==> src/sv/fnpll_pkg.sv <==
package fnpll_pkg;

	localparam int FREQ_W    = 22;
	localparam int XTAL_W    = 16;
	localparam int CFG_W     = 16;
	localparam int REG_IDX_W = 2;
	localparam int R_W       = 2;
	localparam int A_W       = FREQ_W + R_W;
	localparam int NUM_W     = A_W + 2;
	localparam int FRAC_BITS = 17;
	localparam int QUO_W     = NUM_W + FRAC_BITS;
	localparam int CNT_W     = 5;
	localparam int N_W       = 9;
	localparam int F_W       = 19;

	localparam int MAX_REF_TRIES = 3;

	localparam logic [N_W-1:0] N_ERR = 9'd6;

	typedef enum logic [REG_IDX_W-1:0] {
		REG_CRYSTAL = 2'd0,
		REG_VARIANT = 2'd1,
		REG_WINDOW  = 2'd2
	} reg_idx_t;

	typedef struct packed {
		logic load;
		logic step;
	} div_ctrl_t;

endpackage

==> src/sv/fnpll_if.sv <==
interface fnpll_req_if;
	import fnpll_pkg::*;

	logic              valid;
	logic              ready;
	logic [FREQ_W-1:0] frequency_khz;

	modport source (output valid, output frequency_khz, input ready);
	modport sink   (input valid, input frequency_khz, output ready);
endinterface

interface fnpll_rsp_if;
	import fnpll_pkg::*;

	logic                valid;
	logic                ready;
	logic [N_W-1:0]      n_int;
	logic signed [F_W-1:0] f_frac;
	logic [R_W-1:0]      ref_div;
	logic                vco_div_by_four;
	logic                fraction_zeroed;
	logic                pll_error;

	modport source (
		output valid, output n_int, output f_frac, output ref_div,
		output vco_div_by_four, output fraction_zeroed, output pll_error,
		input ready
	);
	modport sink (
		input valid, input n_int, input f_frac, input ref_div,
		input vco_div_by_four, input fraction_zeroed, input pll_error,
		output ready
	);
endinterface

==> src/sv/fnpll_div.sv <==
// Restoring divider, one quotient bit per step.
module fnpll_div
	import fnpll_pkg::*;
(
	input  logic              clk,
	input  div_ctrl_t         ctrl,
	input  logic [NUM_W-1:0]  numer,
	input  logic [XTAL_W-1:0] denom,
	output logic [QUO_W-1:0]  quo
);

	logic [NUM_W-1:0]  num_q;
	logic [XTAL_W-1:0] rem_q;
	logic [QUO_W-1:0]  quo_q;
	logic [XTAL_W:0]   trial;
	logic [XTAL_W:0]   diff;
	logic              fits;

	assign trial = {rem_q, num_q[NUM_W-1]};
	assign fits  = trial >= {1'b0, denom};
	assign diff  = trial - {1'b0, denom};

	always_ff @(posedge clk) begin
		if (ctrl.load) begin
			num_q <= numer;
			rem_q <= '0;
			quo_q <= '0;
		end else if (ctrl.step) begin
			num_q <= {num_q[NUM_W-2:0], 1'b0};
			rem_q <= fits ? diff[XTAL_W-1:0] : trial[XTAL_W-1:0];
			quo_q <= {quo_q[QUO_W-2:0], fits};
		end
	end

	assign quo = quo_q;

endmodule

==> src/sv/fractional_n_pll_divider_calc_top.sv <==
// Fractional-N divider calculator. A transaction on req carries a tuning
// frequency in kHz; one transaction on rsp returns N (offset by -32), the signed
// fraction F in 1/262144 units, the reference divider R, the VCO divider choice
// and the zeroed/error flags. Configuration (crystal kHz, chip variant, fraction
// window) is written through cfg_we/cfg_index/cfg_data while no request is in
// flight. All division work runs through one shared restoring divider, one
// quotient bit per cycle: each R try loads the divider, shifts in 26 integer
// quotient bits and checks them; the fraction adds 17 more quotient bits, then
// the result is finished. req is not ready while a request is in progress; a
// finished result can wait in the output register while the next request is
// being worked on.
module fractional_n_pll_divider_calc_top
	import fnpll_pkg::*;
(
	input  logic                 clk,
	input  logic                 arst_n,
	input  logic                 cfg_we,
	input  logic [REG_IDX_W-1:0] cfg_index,
	input  logic [CFG_W-1:0]     cfg_data,
	fnpll_req_if.sink            req,
	fnpll_rsp_if.source          rsp
);

	localparam logic [FREQ_W-1:0] VCO4_BELOW_BASE    = 22'd1100000;
	localparam logic [FREQ_W-1:0] VCO4_BELOW_VARIANT = 22'd1165000;
	localparam logic [XTAL_W-1:0] XTAL_RESET         = 16'd10111;
	localparam logic [XTAL_W-1:0] XTAL_DOUBLE        = 16'd20000;
	localparam int                N_MIN_TOTAL        = 38;
	localparam logic [NUM_W-1:0]  Q_MIN              = NUM_W'(2 * N_MIN_TOTAL - 1);
	localparam logic [N_W-1:0]    N_OFFSET           = 9'd32;
	localparam int                FRAC_ONE           = 262144;
	localparam int                FRAC_LIMIT         = FRAC_ONE / 2 - 1638;
	localparam int                FRAC_SMALL         = 3277;
	localparam logic signed [F_W-1:0] F_LIM_POS   = F_W'(FRAC_LIMIT);
	localparam logic signed [F_W-1:0] F_LIM_NEG   = F_W'(-FRAC_LIMIT);
	localparam logic signed [F_W-1:0] F_SMALL_POS = F_W'(FRAC_SMALL);
	localparam logic signed [F_W-1:0] F_SMALL_NEG = F_W'(-FRAC_SMALL);

	typedef enum logic [5:0] {
		S_IDLE = 6'b000001,
		S_LOAD = 6'b000010,
		S_DIV  = 6'b000100,
		S_CHK  = 6'b001000,
		S_FRAC = 6'b010000,
		S_DONE = 6'b100000
	} state_t;

	state_t             state_q;
	logic [XTAL_W-1:0]  xtal_q;
	logic               variant_q;
	logic               window_q;
	logic [FREQ_W-1:0]  freq_q;
	logic               vco4_q;
	logic [1:0]         shift_q;
	logic [R_W-1:0]     try_q;
	logic [R_W-1:0]     r_q;
	logic               err_q;
	logic [CNT_W-1:0]   cnt_q;

	logic               rsp_valid_q;
	logic [N_W-1:0]     n_q;
	logic signed [F_W-1:0] f_q;
	logic [R_W-1:0]     refdiv_q;
	logic               vco4o_q;
	logic               zero_q;
	logic               perr_q;

	div_ctrl_t          div_ctrl;
	logic [NUM_W-1:0]   div_numer;
	logic [QUO_W-1:0]   quo;

	logic               req_acc;
	logic               vco4_in;
	logic               xtal_dbl;
	logic [R_W-1:0]     r_cur;
	logic [A_W-1:0]     a_val;
	logic               try_ok;
	logic               out_free;
	logic [N_W:0]       q_inc;
	logic [N_W-1:0]     n_calc;
	logic signed [F_W-1:0] f_raw;
	logic signed [F_W-1:0] f_clamp;
	logic               f_small;
	logic [N_W-1:0]     n_res;
	logic signed [F_W-1:0] f_res;
	logic               zero_res;

	// config registers
	always_ff @(posedge clk or negedge arst_n) begin
		if (!arst_n) begin
			xtal_q    <= XTAL_RESET;
			variant_q <= 1'b0;
			window_q  <= 1'b1;
		end else if (cfg_we) begin
			case (cfg_index)
				REG_CRYSTAL: xtal_q    <= cfg_data[XTAL_W-1:0];
				REG_VARIANT: variant_q <= cfg_data[0];
				REG_WINDOW:  window_q  <= cfg_data[0];
				default: ;
			endcase
		end
	end

	assign req.ready = (state_q == S_IDLE);
	assign req_acc   = req.valid && req.ready;

	assign vco4_in  = req.frequency_khz < (variant_q ? VCO4_BELOW_VARIANT : VCO4_BELOW_BASE);
	assign xtal_dbl = xtal_q >= XTAL_DOUBLE;

	// R for this try and A = f * R, dividend = A * Vdiv / (2K) * 2
	assign r_cur     = (variant_q && vco4_q) ? R_W'(2) : try_q;
	assign a_val     = (r_cur[0] ? A_W'(freq_q) : '0) + (r_cur[1] ? {1'b0, freq_q, 1'b0} : '0);
	assign div_numer = {2'b00, a_val} << shift_q;

	assign try_ok   = (xtal_q != '0) && (quo[NUM_W-1:0] >= Q_MIN);
	assign out_free = !rsp_valid_q || rsp.ready;

	assign div_ctrl.load = (state_q == S_LOAD);
	assign div_ctrl.step = (state_q == S_DIV) || (state_q == S_FRAC);

	fnpll_div u_div (
		.clk   (clk),
		.ctrl  (div_ctrl),
		.numer (div_numer),
		.denom (xtal_q),
		.quo   (quo)
	);

	// M = (q + 1) / 2; F = low fraction bits with the rounding carry as sign
	assign q_inc  = quo[FRAC_BITS +: N_W+1] + (N_W+1)'(1);
	assign n_calc = q_inc[N_W:1] - N_OFFSET;
	assign f_raw  = {quo[FRAC_BITS], quo[FRAC_BITS:0]};

	always_comb begin
		f_clamp = f_raw;
		if (f_raw > F_LIM_POS) begin
			f_clamp = F_LIM_POS;
		end else if (f_raw < F_LIM_NEG) begin
			f_clamp = F_LIM_NEG;
		end
		f_small = ((f_clamp > 0) && (f_clamp < F_SMALL_POS))
			|| ((f_clamp < 0) && (f_clamp > F_SMALL_NEG));
		if (err_q) begin
			n_res    = N_ERR;
			f_res    = '0;
			zero_res = 1'b0;
		end else if (window_q) begin
			n_res    = n_calc;
			f_res    = f_small ? '0 : f_clamp;
			zero_res = f_small;
		end else begin
			n_res    = n_calc;
			f_res    = f_raw;
			zero_res = 1'b0;
		end
	end

	// sequencer
	always_ff @(posedge clk or negedge arst_n) begin
		if (!arst_n) begin
			state_q <= S_IDLE;
			try_q   <= '0;
			err_q   <= 1'b0;
			cnt_q   <= '0;
		end else begin
			case (state_q)
				S_IDLE: begin
					if (req_acc) begin
						try_q   <= R_W'(1);
						err_q   <= 1'b0;
						state_q <= S_LOAD;
					end
				end
				S_LOAD: begin
					cnt_q   <= CNT_W'(NUM_W - 1);
					state_q <= S_DIV;
				end
				S_DIV: begin
					if (cnt_q == '0) begin
						state_q <= S_CHK;
					end else begin
						cnt_q <= cnt_q - CNT_W'(1);
					end
				end
				S_CHK: begin
					if (try_ok) begin
						cnt_q   <= CNT_W'(FRAC_BITS - 1);
						state_q <= S_FRAC;
					end else if (try_q == R_W'(MAX_REF_TRIES)) begin
						err_q   <= 1'b1;
						state_q <= S_DONE;
					end else begin
						try_q   <= try_q + R_W'(1);
						state_q <= S_LOAD;
					end
				end
				S_FRAC: begin
					if (cnt_q == '0) begin
						state_q <= S_DONE;
					end else begin
						cnt_q <= cnt_q - CNT_W'(1);
					end
				end
				S_DONE: begin
					if (out_free) begin
						state_q <= S_IDLE;
					end
				end
				default: state_q <= S_IDLE;
			endcase
		end
	end

	// per-request payload
	always_ff @(posedge clk) begin
		if (req_acc) begin
			freq_q  <= req.frequency_khz;
			vco4_q  <= vco4_in;
			shift_q <= vco4_in ? (xtal_dbl ? 2'd1 : 2'd2) : (xtal_dbl ? 2'd0 : 2'd1);
		end
		if (state_q == S_LOAD) begin
			r_q <= r_cur;
		end
	end

	// output register
	always_ff @(posedge clk or negedge arst_n) begin
		if (!arst_n) begin
			rsp_valid_q <= 1'b0;
		end else if ((state_q == S_DONE) && out_free) begin
			rsp_valid_q <= 1'b1;
		end else if (rsp.ready) begin
			rsp_valid_q <= 1'b0;
		end
	end

	always_ff @(posedge clk) begin
		if ((state_q == S_DONE) && out_free) begin
			n_q      <= n_res;
			f_q      <= f_res;
			refdiv_q <= r_q;
			vco4o_q  <= vco4_q;
			zero_q   <= zero_res;
			perr_q   <= err_q;
		end
	end

	assign rsp.valid           = rsp_valid_q;
	assign rsp.n_int           = n_q;
	assign rsp.f_frac          = f_q;
	assign rsp.ref_div         = refdiv_q;
	assign rsp.vco_div_by_four = vco4o_q;
	assign rsp.fraction_zeroed = zero_q;
	assign rsp.pll_error       = perr_q;

endmodule

==> src/flat_wrapper.sv <==
// flat-port wrapper written by rule: the top's interface ports become plain ports
module fractional_n_pll_divider_calc_top_flat import fnpll_pkg::*;
  (clk, arst_n, cfg_we, cfg_index, cfg_data, req_valid, req_frequency_khz, req_ready, rsp_valid, rsp_n_int, rsp_f_frac, rsp_ref_div, rsp_vco_div_by_four, rsp_fraction_zeroed, rsp_pll_error, rsp_ready);
  fnpll_req_if req_i ();
  fnpll_rsp_if rsp_i ();
  input  logic clk;
  input  logic arst_n;
  input  logic cfg_we;
  input  logic [REG_IDX_W-1:0] cfg_index;
  input  logic [CFG_W-1:0] cfg_data;
  input wire logic [$bits(req_i.valid)-1:0] req_valid;
  input wire logic [$bits(req_i.frequency_khz)-1:0] req_frequency_khz;
  output wire logic [$bits(req_i.ready)-1:0] req_ready;
  output wire logic [$bits(rsp_i.valid)-1:0] rsp_valid;
  output wire logic [$bits(rsp_i.n_int)-1:0] rsp_n_int;
  output wire logic [$bits(rsp_i.f_frac)-1:0] rsp_f_frac;
  output wire logic [$bits(rsp_i.ref_div)-1:0] rsp_ref_div;
  output wire logic [$bits(rsp_i.vco_div_by_four)-1:0] rsp_vco_div_by_four;
  output wire logic [$bits(rsp_i.fraction_zeroed)-1:0] rsp_fraction_zeroed;
  output wire logic [$bits(rsp_i.pll_error)-1:0] rsp_pll_error;
  input wire logic [$bits(rsp_i.ready)-1:0] rsp_ready;
  assign req_i.valid = req_valid;
  assign req_i.frequency_khz = req_frequency_khz;
  assign req_ready = req_i.ready;
  assign rsp_valid = rsp_i.valid;
  assign rsp_n_int = rsp_i.n_int;
  assign rsp_f_frac = rsp_i.f_frac;
  assign rsp_ref_div = rsp_i.ref_div;
  assign rsp_vco_div_by_four = rsp_i.vco_div_by_four;
  assign rsp_fraction_zeroed = rsp_i.fraction_zeroed;
  assign rsp_pll_error = rsp_i.pll_error;
  assign rsp_i.ready = rsp_ready;
  fractional_n_pll_divider_calc_top u_core (.clk(clk), .arst_n(arst_n), .cfg_we(cfg_we), .cfg_index(cfg_index), .cfg_data(cfg_data), .req(req_i), .rsp(rsp_i));
endmodule
==> config.mk <==
export PLATFORM = sky130hd
export DESIGN_NAME = fractional_n_pll_divider_calc_top_flat
export DESIGN_NICKNAME = d
export VERILOG_FILES = /design/src/sv/fnpll_pkg.sv /design/src/sv/fnpll_if.sv /design/src/sv/fnpll_div.sv /design/src/sv/fractional_n_pll_divider_calc_top.sv /design/src/flat_wrapper.sv
export SDC_FILE = /design/constraint.sdc
export NUM_CORES = 1
export LEC_CHECK = 0
export ABC_AREA = 1
export ABC_CLOCK_PERIOD_IN_PS = 4400
export BUFFER_PORTS_ARGS = -buffer_cell sky130_fd_sc_hd__clkbuf_2
export CELL_PAD_IN_SITES_DETAIL_PLACEMENT = 0
export CELL_PAD_IN_SITES_GLOBAL_PLACEMENT = 1
export CORE_MARGIN = 10
export CORE_UTILIZATION = 33
export CTS_CLUSTER_DIAMETER = 40
export CTS_CLUSTER_SIZE = 16
export DETAILED_ROUTE_END_ITERATION = 10
export PLACE_DENSITY = 0.7
export SLEW_MARGIN = 20
export SYNTH_ARGS = -nofsm -noshare
export SYNTH_HDL_FRONTEND = slang
export SYNTH_SLANG_ARGS = --single-unit
export TNS_END_PERCENT = 100
==> constraint.sdc <==
create_clock -name clk -period 4.4 [get_ports clk]
set_clock_uncertainty 0.2 [all_clocks]
set_input_delay 0 -clock clk [delete_from_list [all_inputs] [get_ports clk]]
set_output_delay 0 -clock clk [all_outputs]
set_load 0.05 [all_outputs]
== After elaboration in Yosys (flattened, before gate mapping) ==
Cells that the tools add are included.

* Flip-flop bits (word level): 162
* Logic and storage cells: 117
* Input bits: 45
* Output and inout port bits: 35

* Reduce and logical (&&, ||, !) cells: 26
* $add $sub $neg: 6
* Shifts and indexed selects: 1
* Eq/ne operators: 18
* Bitwise logic cells: 1
* Muxes and demuxes: 34
* Order comparisons: 10

{| class="wikitable"
|+ Operator list
! cell !! number
|-
| $mux 19 || 4
|-
| $mux 26 || 2
|-
| $mux 6 || 6
|-
| $pmux 6 s6 || 1
|-
| $ge 26x7->1 const B || 1
|-
| $shl 24x2->26 || 1
|-
| $add 24x24->24 || 1
|-
| $mux 23 || 1
|-
| $lt 22x22->1 || 1
|-
| $mux 22 || 1
|-
| $gt 19x1->1 const B || 1
|-
| $gt 19x13->1 const B || 1
|-
| $lt 19x1->1 const B || 1
|-
| $lt 19x13->1 const B || 1
|-
| $gt 18x18->1 const B || 1
|-
| $lt 18x18->1 const B || 1
|-
| $ge 17x16->1 || 1
|-
| $mux 17 || 1
|-
| $ge 16x15->1 const B || 1
|-
| $mux 16 || 1
|-
| $reduce_bool 16->1 || 1
|-
| $sub 16x16->16 || 1
|-
| $pmux 5 s3 || 1
|-
| $mux 2 || 6
|-
| other kinds (30) || 58
|}

== Depth between registers and ports, before layout ==
* Depth in word-level cells: 8
* Depth in mapped cells: 22

== Modules after synthesis ==
From an unflattened synthesis, not the netlist that was laid out.

* Cell total of the unflattened synthesis: 1456
* Area, all modules: 11025.6 sq um

{| class="wikitable"
|+ Modules (own cells, without submodules)
! module !! cells an instance !! times used !! area an instance (sq um)
|-
| fractional_n_pll_divider_calc_top || 875 || 1 || 6707.7
|-
| fnpll_div || 581 || 1 || 4317.9
|}

== Least setup slack after synthesis ==
No wires, ideal clock.

* Path type: register to register
* Start point: reg u_core.state_q[0]
* End point: reg u_core.freq_q[0] (enable)
* Stages on the path, launching flop included: 5
* Buffers on the path: 0
* Data arrival time: 3569 ps
* Required time: 3793 ps
* Path slack: 224 ps
* Cell sequence: dfstp_2 > inv_1 > nor4_1 > inv_1 > nor2_1

* Word-level cells in the longest chain between the ends: 2

{| class="wikitable"
|+ Ends and longest elaborated chain
! item !! line !! RTL
|-
| from (decl) || fractional_n_pll_divider_calc_top.sv:48 || <nowiki>state_t state_q;</nowiki>
|-
| from (signal assigned) || fractional_n_pll_divider_calc_top.sv:161 || <nowiki>state_q <= S_IDLE;</nowiki>
|-
| from (signal assigned) || fractional_n_pll_divider_calc_top.sv:171 || <nowiki>state_q <= S_LOAD;</nowiki>
|-
| from (signal assigned) || fractional_n_pll_divider_calc_top.sv:176 || <nowiki>state_q <= S_DIV;</nowiki>
|-
| $eq 6x1->1 || fractional_n_pll_divider_calc_top.sv:104 || <nowiki>assign req.ready = (state_q == S_IDLE);</nowiki>
|-
| net req_ready || flat_wrapper.sv:13 || <nowiki>output wire logic [$bits(req_i.ready)-1:0] req_ready;</nowiki>
|-
| $logic_and 1x1->1 || fractional_n_pll_divider_calc_top.sv:105 || <nowiki>assign req_acc = req.valid && req.ready;</nowiki>
|-
| net u_core.req_acc || fractional_n_pll_divider_calc_top.sv:72 || <nowiki>logic req_acc;</nowiki>
|-
| to (signal assigned) || fractional_n_pll_divider_calc_top.sv:217 || <nowiki>freq_q <= req.frequency_khz;</nowiki>
|-
| to (decl) || fractional_n_pll_divider_calc_top.sv:52 || <nowiki>logic [FREQ_W-1:0] freq_q;</nowiki>
|}

The timed path passes the listed nets, and every way through them passes these cells.
A chain may end at the register's enable or synchronous reset.

== Worst setup path in the final report ==
* Start point: reg u_core.variant_q
* End point: reg u_core.u_div.num_q[19], data pin

* Word-level cells in the longest chain between the ends: 6
* Elaborated cells on any way between the ends: 7
* Classes of those cells: add/sub (1); shift (1); mux (4); reduce/logical (1)

{| class="wikitable"
|+ Ends and longest elaborated chain
! item !! line !! RTL
|-
| from (decl) || fractional_n_pll_divider_calc_top.sv:50 || <nowiki>logic variant_q;</nowiki>
|-
| from (signal assigned) || fractional_n_pll_divider_calc_top.sv:97 || <nowiki>REG_VARIANT: variant_q <= cfg_data[0];</nowiki>
|-
| $logic_and 1x1->1 || fractional_n_pll_divider_calc_top.sv:111 || <nowiki>assign r_cur = (variant_q && vco4_q) ? R_W'(2) : try_q;</nowiki>
|-
| $mux 2 || fractional_n_pll_divider_calc_top.sv:111 ||
|-
| net u_core.r_cur[0] || fractional_n_pll_divider_calc_top.sv:75 || <nowiki>logic [R_W-1:0] r_cur;</nowiki>
|-
| $mux 22 || fractional_n_pll_divider_calc_top.sv:112 || <nowiki>assign a_val = (r_cur[0] ? A_W'(freq_q) : '0) + (r_cur[1] ? {1'b0, freq_q, 1'b0} : '0);</nowiki>
|-
| $add 24x24->24 || fractional_n_pll_divider_calc_top.sv:112 ||
|-
| $shl 24x2->26 || fractional_n_pll_divider_calc_top.sv:113 || <nowiki>assign div_numer = {2'b00, a_val} << shift_q;</nowiki>
|-
| $mux 26 || fnpll_div.sv:24 || <nowiki>if (ctrl.load) begin</nowiki>
|-
| to (signal assigned) || fnpll_div.sv:25 || <nowiki>num_q <= numer;</nowiki>
|-
| to (signal assigned) || fnpll_div.sv:29 || <nowiki>num_q <= {num_q[NUM_W-2:0], 1'b0};</nowiki>
|-
| to (decl) || fnpll_div.sv:12 || <nowiki>logic [NUM_W-1:0] num_q;</nowiki>
|}

The timed path passes the listed nets, and every way through them passes these cells.

==> run summary <==
Status: completed
Async SR Flop Fraction: 20.5%
Int Power: 3.56 mW
WP data arrival: 3.61 ns
HP Class: input port to asynchronous set/reset pin
CTS hold repair buffers: 45
CTS resizes: 0
Largest net degree at the start of global routing: 54
DR pass1 iterations: 5
Main flop type after synthesis: edfxtp_1
CTS tree: done
I/O pin count: 80
Layout cells sized above 1: 13.4%
CTS Buf Count: 17
Initial core utilization: 33.5%
Max stage delay cell, worst path: inv_1
CTS max path bufs: 2
Synthesized area per cell: 7.95 sq um
GR Overflow Total: 0
Switch Pwr: 2.55 mW
Sequential fraction of the synthesis area: 42.7%
Routed vias: 8820
Cell mode on critical path: inv_1
Total clock sinks: 161
Post-Syn Nets: 1348
DR WL/cell: 14.9 um
Finished Layout Cells: 1770
First-pass GRT wire length: 44.1 mm
Final slew viol count: 0
DRC viols: 0
Full die area: 37500 sq um
Min cycle time layout: 3.64 ns
CP Max Fanout: 19
Setup Viol. Count Final: 0
Antenna violations before repair: 1
Leak Pwr: 5.07 nW
RSZ-0062 raised after global routing: false
Setup crit start kind: flip-flop
Post-synth EDFFs: 85
Mapped Cells: 1254
Sw frac: 41.7%
GRT Overall Usage: 14.1%
Seq pwr share: 35.5%
Period Utilization, post-route: 82.7%
Skew-Pair Late Insertion Delay: 0.43 ns
Synth warn: 0
Post-CTS Setup Bufs: 0
Chip height: 194 um
Layout area overhead: 17.4%
Req. time, crit path: 4.38 ns
Final wirelength: 26.4 mm
Core ar.: 29700 sq um
Flops & latches, synth: 161
Placed cell count: 1693
Root buffer cell: clkbuf_16
Post-detail-place hpwl: 19.5 mm
Placer Congestion: 0.879
Number of global-route vias before repair: 8785
Vias/cell: 4.98
Final #Nets: 1461
Slew headroom: 28.8%
Nature of the critical path endpoint: flip-flop
Worst-path clk slew: 0.07 ns
Max_cap viols: 0
CP Cell Sequence: nand2_1 > inv_1 > nor2_1 > inv_1 > nor2_1 > ha_1 > nand2_1 > o21ai_2 > inv_1 > o21ai_0 > inv_1 > nor3_1 > nor2_1 > o21bai_1 > or2_2 > nand3_1 > nand3_1 > nand3_1
Crit path largest cell delay: 0.44 ns
Setup TNS: 0 ns
Pwr dens: 523 nW/um^2
DRT iter0 DRCs: 504
Worst-margin pin slew: 1.07 ns
Buffers added on ports: 79
Combinational share of power: 42.8%
Final Hold Viols: 0
WS Path Type: flip-flop to flip-flop
Antenna Nets Post-Route: 0
H-tree levels: 4
Max Clock Freq: 0.275 GHz
Util after Layout: 39.3%
Synth unique cells: 57
Peak VDD IR: 0.332 mV
Filler cells: 3027
FP Rows: 63
Clock power share: 21.8%
Cell Area, Synth: 9960 sq um
Die W: 194 um
-- final timing paths --
path / slack [ns] / cells after the start / endpoint / start
max: 0.76 / 18 / u_core.u_div.num_q[19] / u_core.variant_q
min: 0.01 / 2 / u_core.xtal_q[11] / arst_n
max reg2reg: 0.76 / 18 / u_core.u_div.num_q[19] / u_core.variant_q
min reg2reg: 0.23 / 0 / u_core.rsp.ref_div[1] / u_core.r_q[1]
max in group asynchronous: 3.43 / 2 / u_core.state_q[5] / arst_n
min in group clk: 0.10 / 2 / u_core.freq_q[1] / req_frequency_khz[1]
-- layout by cell type (no fill, tap or decap), types with 5 or more instances in the layout --
master and instances:
a21oi_1 84, a21oi_2 11, a31oi_1 9, buf_4 12
clkbuf_16 17, clkbuf_2 79, dfrtp_1 20, dfstp_2 13
dfxtp_1 43, dlygate4sd3_1 45, edfxtp_1 85, ha_1 47
inv_1 170, inv_2 7, nand2_1 215, nand3_1 97
nand3_2 14, nand4_1 18, nor2_1 156, nor3_1 20
o211ai_1 14, o21ai_0 58, o21bai_1 6, o221ai_1 13
o22ai_1 31, or2_2 5, xnor2_1 11, xor2_1 15
-- worst max-delay path, delay by kind of cell (launching register included) --
family	cells	cell delay, ns
AOI/OAI and AO/OA	3	0.70
adders and majority gates	1	0.37
and+or+nand+nor	10	0.97
buffers and inverters	4	0.67
DFF	1	0.42
-- layout make-up --
cell class,count,area [sq um],area share [%]
inverter,179,672,5.75
multi-input combinational,872,4840,41.4
clock buffer,20,437,3.73
tap,390,488,4.17
sequential,161,4260,36.4
timing repair buffer,136,936,8.00
antenna,1,2.50,0.0214
clock inverter,11,67.6,0.578
-- flip-flops by register name, summed over array words and instances (netlist names), 2 cells and up --
| signal | count |
|---|---|
| u_core.xtal_q | 16 |
| u_core.state_q | 6 |
| u_core.rsp.f_frac | 18 |
| u_core.rsp.n_int | 9 |
| u_core.shift_q | 2 |
| u_core.rsp.ref_div | 2 |
| u_core.r_q | 2 |
| u_core.cnt_q | 5 |
| u_core.u_div.quo | 27 |
| u_core.freq_q | 22 |
| u_core.u_div.rem_q | 16 |
| u_core.try_q | 2 |
| u_core.u_div.num_q | 26 |
-- cells in the mapped netlist (3+ instances only) --
master | count | area [sq um]
a21oi_1 | 84 | 420
a21oi_2 | 11 | 96.3
a22oi_1 | 3 | 22.5
a31oi_1 | 9 | 56.3
buf_1 | 6 | 22.5
buf_6 | 4 | 45.0
clkbuf_1 | 28 | 105
dfrtp_1 | 20 | 500
dfstp_2 | 13 | 342
dfxtp_1 | 43 | 861
edfxtp_1 | 85 | 2550
ha_1 | 47 | 588
inv_1 | 170 | 638
inv_2 | 7 | 26.3
nand2_1 | 215 | 807
nand2_2 | 4 | 25.0
nand3_1 | 97 | 485
nand3_2 | 14 | 140
nand4_1 | 18 | 113
nor2_1 | 158 | 593
nor3_1 | 20 | 100
nor4_1 | 4 | 25.0
o211ai_1 | 14 | 105
o21ai_0 | 58 | 290
o21ai_2 | 3 | 26.3
o21bai_1 | 6 | 45.0
o221ai_1 | 13 | 114
o22ai_1 | 31 | 194
or2_2 | 5 | 31.3
xnor2_1 | 11 | 96.3
xor2_1 | 15 | 131
-- logic make-up after synthesis --
kind of cell	count (synthesis)	synth area share, %
AO/OA/AOI/OAI	247	14.9
buffers and inverters	221	8.85
XOR/XNOR	26	2.29
flip-flops	161	42.7
adder cells (fa/ha/maj)	49	6.30
AND/OR/NAND/NOR	550	24.9
-- metrics by stage --
| step | worst slack (ns) | cell area (sq um) | hold WS (ns) | power, mW |
|---|---|---|---|---|
| finish | 0.763 | 11700 | 0.0112 | 6.12 |
| global route | 0.297 | 11700 | 0.0849 | 6.63 |
| CTS | 0.723 | 11700 | 0.0362 | 6.20 |
| detailed placement | 0.737 | 10700 | -0.0187 | 4.79 |
| global placement | 0.804 | 10700 | -0.0191 | 4.78 |
| floorplan | 0.224 | 9960 | -0.496 | 4.25 |
-- routing by layer --
metal / wire length, um / vias up / GRT usage (%)
met1: 12600 / 4168 / 17.7
met3: 720 / 21 / 2.14
met2: 12800 / 147 / 24.4
met4: 301 / 0 / 3.72
met5: 0 / - / 0
li1: - / 4484 / -
-- power groups by stage --
stage	combinational [mW]	clock, mW	sequential, mW
6_report	2.62	1.33	2.17
5_1_grt	2.98	1.44	2.21
4_1_cts	2.64	1.38	2.17
3_5_place_dp	2.59	0	2.20
3_3_place_gp	2.58	0	2.20
2_1_floorplan	2.11	0	2.14
Power figures use the tool's default switching activity.
